**src/rtl/btff_pkg.sv**
```systemverilog
package btff_pkg;

  localparam int HEAP_BYTES_DEF = 65536;
  localparam int TAG_W          = 18;
  localparam int ROUND_W        = 17;
  localparam int REQ_W          = 16;
  localparam int ADDR_W         = 16;
  localparam int MIN_SPLIT      = 16;
  localparam logic [ROUND_W-1:0] ROUND_RESET = 17'd512;

  localparam logic OPC_ALLOC = 1'b0;
  localparam logic OPC_FREE  = 1'b1;

  // datapath commands, one per controller cycle
  typedef enum logic [4:0] {
    OP_NONE,
    OP_LOAD,
    OP_WALK_RD,
    OP_WALK_EVAL,
    OP_SPL_LO,
    OP_SPL_FT,
    OP_SPL_HD,
    OP_RD_HDR,
    OP_LD_TAG,
    OP_GROW,
    OP_MRK_FT,
    OP_MRK_HD,
    OP_FREE_RD,
    OP_FREE_CLR,
    OP_FREE_FT,
    OP_RD_PFT,
    OP_RD_NXT,
    OP_RD_PHD,
    OP_MRG_PREV,
    OP_MRG_NEXT,
    OP_WR_FH,
    OP_WR_FF
  } op_e;

  typedef struct packed {
    logic walk_go;
    logic fit;
    logic zero_tag;
    logic split;
    logic oom;
    logic bad_free;
  } status_t;

endpackage

```
**src/rtl/btff_ctrl.sv**
```systemverilog
module btff_ctrl
  import btff_pkg::*;
(
  input  logic    clk_i,
  input  logic    rst_ni,
  input  logic    start,
  input  logic    opcode_i,
  input  status_t st_i,
  output op_e     op_o,
  output logic    busy,
  output logic    done_o
);

  typedef enum logic [22:0] {
    ST_IDLE  = 23'd1,
    ST_WCHK  = 23'd2,
    ST_WEVAL = 23'd4,
    ST_FOUND = 23'd8,
    ST_SPL1  = 23'd16,
    ST_SPL2  = 23'd32,
    ST_SPL3  = 23'd64,
    ST_RDH   = 23'd128,
    ST_LDT   = 23'd256,
    ST_GROW  = 23'd512,
    ST_MRK1  = 23'd1024,
    ST_MRK2  = 23'd2048,
    ST_FCHK  = 23'd4096,
    ST_F1    = 23'd8192,
    ST_F2    = 23'd16384,
    ST_F3    = 23'd32768,
    ST_F4    = 23'd65536,
    ST_F5    = 23'd131072,
    ST_F6    = 23'd262144,
    ST_F7    = 23'd524288,
    ST_F8    = 23'd1048576,
    ST_F9    = 23'd2097152,
    ST_DONE  = 23'd4194304
  } state_e;

  state_e state_q, state_d;

  always_comb begin
    state_d = state_q;
    op_o    = OP_NONE;
    case (state_q)
      ST_IDLE: begin
        if (start) begin
          op_o    = OP_LOAD;
          state_d = (opcode_i == OPC_FREE) ? ST_FCHK : ST_WCHK;
        end
      end
      ST_WCHK: begin
        op_o    = OP_WALK_RD;
        state_d = st_i.walk_go ? ST_WEVAL : ST_GROW;
      end
      ST_WEVAL: begin
        op_o = OP_WALK_EVAL;
        if (st_i.fit) state_d = ST_FOUND;
        else if (st_i.zero_tag) state_d = ST_GROW;
        else state_d = ST_WCHK;
      end
      ST_FOUND: state_d = st_i.split ? ST_SPL1 : ST_MRK1;
      ST_SPL1: begin
        op_o    = OP_SPL_LO;
        state_d = ST_SPL2;
      end
      ST_SPL2: begin
        op_o    = OP_SPL_FT;
        state_d = ST_SPL3;
      end
      ST_SPL3: begin
        op_o    = OP_SPL_HD;
        state_d = ST_RDH;
      end
      ST_RDH: begin
        op_o    = OP_RD_HDR;
        state_d = ST_LDT;
      end
      ST_LDT: begin
        op_o    = OP_LD_TAG;
        state_d = ST_MRK1;
      end
      ST_GROW: begin
        op_o    = OP_GROW;
        state_d = st_i.oom ? ST_DONE : ST_MRK1;
      end
      ST_MRK1: begin
        op_o    = OP_MRK_FT;
        state_d = ST_MRK2;
      end
      ST_MRK2: begin
        op_o    = OP_MRK_HD;
        state_d = ST_DONE;
      end
      ST_FCHK: begin
        op_o    = OP_FREE_RD;
        state_d = st_i.bad_free ? ST_DONE : ST_F1;
      end
      ST_F1: begin
        op_o    = OP_FREE_CLR;
        state_d = ST_F2;
      end
      ST_F2: begin
        op_o    = OP_FREE_FT;
        state_d = ST_F3;
      end
      ST_F3: begin
        op_o    = OP_RD_PFT;
        state_d = ST_F4;
      end
      ST_F4: begin
        op_o    = OP_RD_NXT;
        state_d = ST_F5;
      end
      ST_F5: begin
        op_o    = OP_RD_PHD;
        state_d = ST_F6;
      end
      ST_F6: begin
        op_o    = OP_MRG_PREV;
        state_d = ST_F7;
      end
      ST_F7: begin
        op_o    = OP_MRG_NEXT;
        state_d = ST_F8;
      end
      ST_F8: begin
        op_o    = OP_WR_FH;
        state_d = ST_F9;
      end
      ST_F9: begin
        op_o    = OP_WR_FF;
        state_d = ST_DONE;
      end
      ST_DONE: state_d = ST_IDLE;
      default: state_d = ST_IDLE;
    endcase
  end

  always_ff @(posedge clk_i or negedge rst_ni) begin
    if (!rst_ni) begin
      state_q <= ST_IDLE;
    end else begin
      state_q <= state_d;
    end
  end

  assign busy   = (state_q != ST_IDLE);
  assign done_o = (state_q == ST_DONE);

endmodule

```
**config.mk**
```make
export PLATFORM = sky130hd
export DESIGN_NAME = btff_ctrl
export DESIGN_NICKNAME = d
export VERILOG_FILES = /design/src/rtl/btff_pkg.sv /design/src/rtl/btff_ctrl.sv
export SDC_FILE = /design/constraint.sdc
export NUM_CORES = 1
export LEC_CHECK = 0
export BUFFER_PORTS_ARGS = -buffer_cell sky130_fd_sc_hd__buf_2
export CORE_MARGIN = 4
export CORE_UTILIZATION = 50
export CTS_BUF_LIST = sky130_fd_sc_hd__clkbuf_4 sky130_fd_sc_hd__clkbuf_8 sky130_fd_sc_hd__clkbuf_16
export CTS_CLUSTER_DIAMETER = 50
export DETAILED_ROUTE_END_ITERATION = 10
export PLACE_DENSITY = 0.78
export RECOVER_POWER = 25
export SYNTH_ARGS = -nofsm -noshare
export SYNTH_HDL_FRONTEND = slang
export SYNTH_SLANG_ARGS = --single-unit
```
**constraint.sdc**
```tcl
create_clock -name clk_i -period 2.6 [get_ports clk_i]
set_input_delay 0.52 -clock clk_i [delete_from_list [all_inputs] [get_ports clk_i]]
set_output_delay 0.52 -clock clk_i [all_outputs]
set_load 0.02 [all_outputs]
```
==> flow_metrics.env <==
export IMPL_post_route_min_period_ns=2.875
export IMPL_dp_final_hpwl_microns=2901
export IMPL_largest_register_ff_count=23
export IMPL_final_period_utilization_pct=110.6
export IMPL_syn2layout_area_growth_pct=34.01
export IMPL_wl_microns=4333
export IMPL_total_overflow_reported_by_the_global_router=0
export IMPL_globalRouteTotalUtil_pct=21.17
export IMPL_drt_wirelength_per_cell_microns=18.52
export IMPL_cts_reportedPaths_clkPinSlew_ns=0.13
export IMPL_ir_drop_mv=0.4637
export IMPL_power_total_mw=1.285
export IMPL_detail_route_vias_per_cell=6.436
export IMPL_numPortBuffers=16
export IMPL_synth_largest_area_cell="sky130_fd_sc_hd__dfrtp_1"
export IMPL_initial_antenna_violation_count=0
export IMPL_holdCritPathClass="input port to register"
export IMPL_criticalPathCategory="register to output port"
export IMPL_detailedRoute_firstPassIterationCount=4
export IMPL_synth_main_ff_cell="sky130_fd_sc_hd__dfrtp_1"
export IMPL_critical_path_top_delay_cell="sky130_fd_sc_hd__dfrtp_2"
export IMPL_worst_ep_arrival_time_ns=2.35
export IMPL_post_synth_cell_types=45
export IMPL_grt_start_max_net_pins=24
export IMPL_syn_num_nets=166
export IMPL_synth_common_cells="sky130_fd_sc_hd__dfrtp_1, sky130_fd_sc_hd__nor2_1, sky130_fd_sc_hd__nand2_1, sky130_fd_sc_hd__nor3_1"
export IMPL_synth_area_top_cells="sky130_fd_sc_hd__dfrtp_1, sky130_fd_sc_hd__nor4_4, sky130_fd_sc_hd__nor3b_1"
export IMPL_die_area_sq_mm=0.003901
export IMPL_nets=214
export IMPL_slowest_delay_ns=0.48
export IMPL_synth_sequential_area_ratio_pct=38.90
export IMPL_reg2reg_setup_slack_ns=0.47
export IMPL_drcViolationCount=0
export IMPL_timing_critical_path_to_type="output port"
export IMPL_gp_congestion=0.9018
export IMPL_worst_ep_required_time_ns=2.08
export IMPL_yosysTopAreaCellShare_pct=37.13
export IMPL_synth_ff_latch_count=23
export IMPL_detail_route_antenna_nets=0
export IMPL_design_core_area_sq_mm=0.002805
export IMPL_root_buffer="sky130_fd_sc_hd__clkbuf_4"
export IMPL_crit_fanout=5
export IMPL_syn_inst=156
export IMPL_hold_ws_ns=0.3696
export IMPL_synth_async_reset_ratio_pct=100.0
export IMPL_cap_violations=0
export IMPL_insertion_delay_ns=0.32
export IMPL_largest_register="state_q"
export IMPL_dp_cells=222
export IMPL_floorplan_io_pins=17
export IMPL_clock_sinks=23
export IMPL_setup_viol=5
export IMPL_num_antenna_cells=0
export IMPL_main_combinational_cell_family_by_area_after_synthesis="simple AND/OR/NAND/NOR gates"
export IMPL_tritoncts="yes"
export IMPL_synth_cell_area_sq_mm=0.001483
export IMPL_htree_levels=1
export IMPL_fin_worst_skew_ns=0.007483
export IMPL_layout_drive_gt1_share_pct=45.81
export IMPL_grt_pass1_vias=1425
export IMPL_yosys_area_share_simple_pct=44.89
export IMPL_synth_compound_gate_area_share_pct=9.536
export IMPL_clock_fmax_ghz=0.3478
export IMPL_layoutNonFillerInstCount=234
export IMPL_muxShareOfSynthArea_pct=0
export IMPL_final_hold_violation_count=0
export IMPL_cts_buffers=3
export IMPL_post_route_util_pct=70.83
export IMPL_grt_setup_unrepaired="true"
export IMPL_fp_row_count=19
export IMPL_final_setup_tns_ns=-1.009
export IMPL_most_used_standard_cell_by_instance_count_after_synthesis="sky130_fd_sc_hd__dfrtp_1"
export IMPL_worstPathCellList="nor4_4 -> nand4_1 -> buf_4 -> nor3_2 -> nor3_1 -> nand4_1 -> buf_2"
export IMPL_leading_registers_by_flop_count="state_q (23)"
export IMPL_ctsLongestPathBuffers=2
export IMPL_post_route_worst_setup_slack_ns=-0.2749
export IMPL_drt_first_iter_violations=102
export IMPL_synthesis_area_per_instance_sq_um=9.504
export IMPL_timing_final_max_slew_violations=0
export IMPL_synth_warnings=0
export IMPL_vias=1506
export IMPL_cts_hold_buffers_added=0
export IMPL_static_leakage_power_nw=0.9320
export IMPL_violations="setup timing"
export IMPL_pwr_density_cell_mw_per_mm2=647.0
export IMPL_run_status="finished, violations left"
export IMPL_grt_pass1_wl_microns=6596
export IMPL_slew_headroom_pct=19.04
export IMPL_floorplan_initialDensity_pct=52.85
export IMPL_worst_path_most_repeated_cell="sky130_fd_sc_hd__nand4_1"
export IMPL_tightestPinTransition_ns=1.214
export IMPL_die_height_microns=62.46
export IMPL_critical_path_startpoint_type="register"
export IMPL_yosys_area_share_adder_pct=0
export IMPL_number_of_synthesized_flops_with_an_enable_pin=0
export IMPL_fp_dieW_microns=62.46
export IMPL_synthXorXnorAreaFrac_pct=4.726
## critical path: cells and delay by family, from the launching register on
kind | cells | cell delay (ns)
buffers and inverters | 2 | 0.43
DFF | 1 | 0.48
and+or+nand+nor | 5 | 1.13
## stage by stage
| step | area (sq um) | setup slack [ns] |
|---|---|---|
| after floorplan | 1483 | 0.2140 |
| after global placement | 1753 | 0.1061 |
| after detailed placement | 1753 | 0.03509 |
| after CTS | 1909 | -0.1806 |
| after global routing | 1987 | -0.4297 |
| final | 1987 | -0.2749 |
## power breakdown
part / internal (mW) / switching, mW / leakage, nW
Clock: 0.0576 / 0.113 / 0.0177
Combinational: 0.310 / 0.376 / 0.606
Sequential: 0.385 / 0.0432 / 0.309
Total: 0.753 / 0.533 / 0.932
## placed cells by master (no fill, tap or decap), drive strengths merged, types with 3 or more instances in the layout
cell,count
o21ai,7
nor4,11
nand2b,3
nand3b,4
buf,45
dfrtp,22
or4,5
or2,4
nor3b,9
clkbuf,4
nand2,11
nor3,9
nand4,5
or3,5
inv,4
and2,4
nand3,7
nor2,13
and3b,3
xnor2,4
xor2,4
## what timing repair did
item | 4_1_cts | 5_1_grt
resized for setup | 24 | 11
setup endpoints to repair | 7 | 7
pin swaps | 11 | 5
buffers inserted | 5 | 3
## final cells by class
class                           instances  area [sq um]
Clock buffer                            3         22.52
Fill cell                             213         818.3
Multi-Input combinational cell        126         994.7
Clock inverter                          1         5.005
Timing Repair Buffer                   46         327.8
Inverter                                4         15.01
Tap cell                               31         38.79
Sequential cell                        23         583.1
## cells by family after synthesis
logic type,Yosys count
AOI/OAI and AO/OA,19
and+or+nand+nor,99
DFF,23
xor gates and xnor gates,8
buffers and inverters,7
## final timing paths
kind | start | endpoint | cells after the start
worst min register to register | state_q[22]$_DFFE_PN0P_ | state_q[21]$_DFFE_PN0P_ | 1
min in group asynchronous | rst_ni | state_q[20]$_DFFE_PN0P_ | 1
max in group asynchronous | rst_ni | state_q[1]$_DFFE_PN0P_ | 1
worst max register to register | state_q[4]$_DFFE_PN0P_ | state_q[0]$_DFFE_PN1P_ | 6
worst max-delay path | state_q[4]$_DFFE_PN0P_ | op_o[1] | 7
worst min-delay path | opcode_i | state_q[1]$_DFFE_PN0P_ | 2
## layer usage
metal	part of all wire [%]	track usage, %
met1	40	27.09
met2	48	35.42
met3	6.3	4.137
met4	5.0	7.713
met5	0	0
Note: power is estimated with default switching activity, not from simulation.
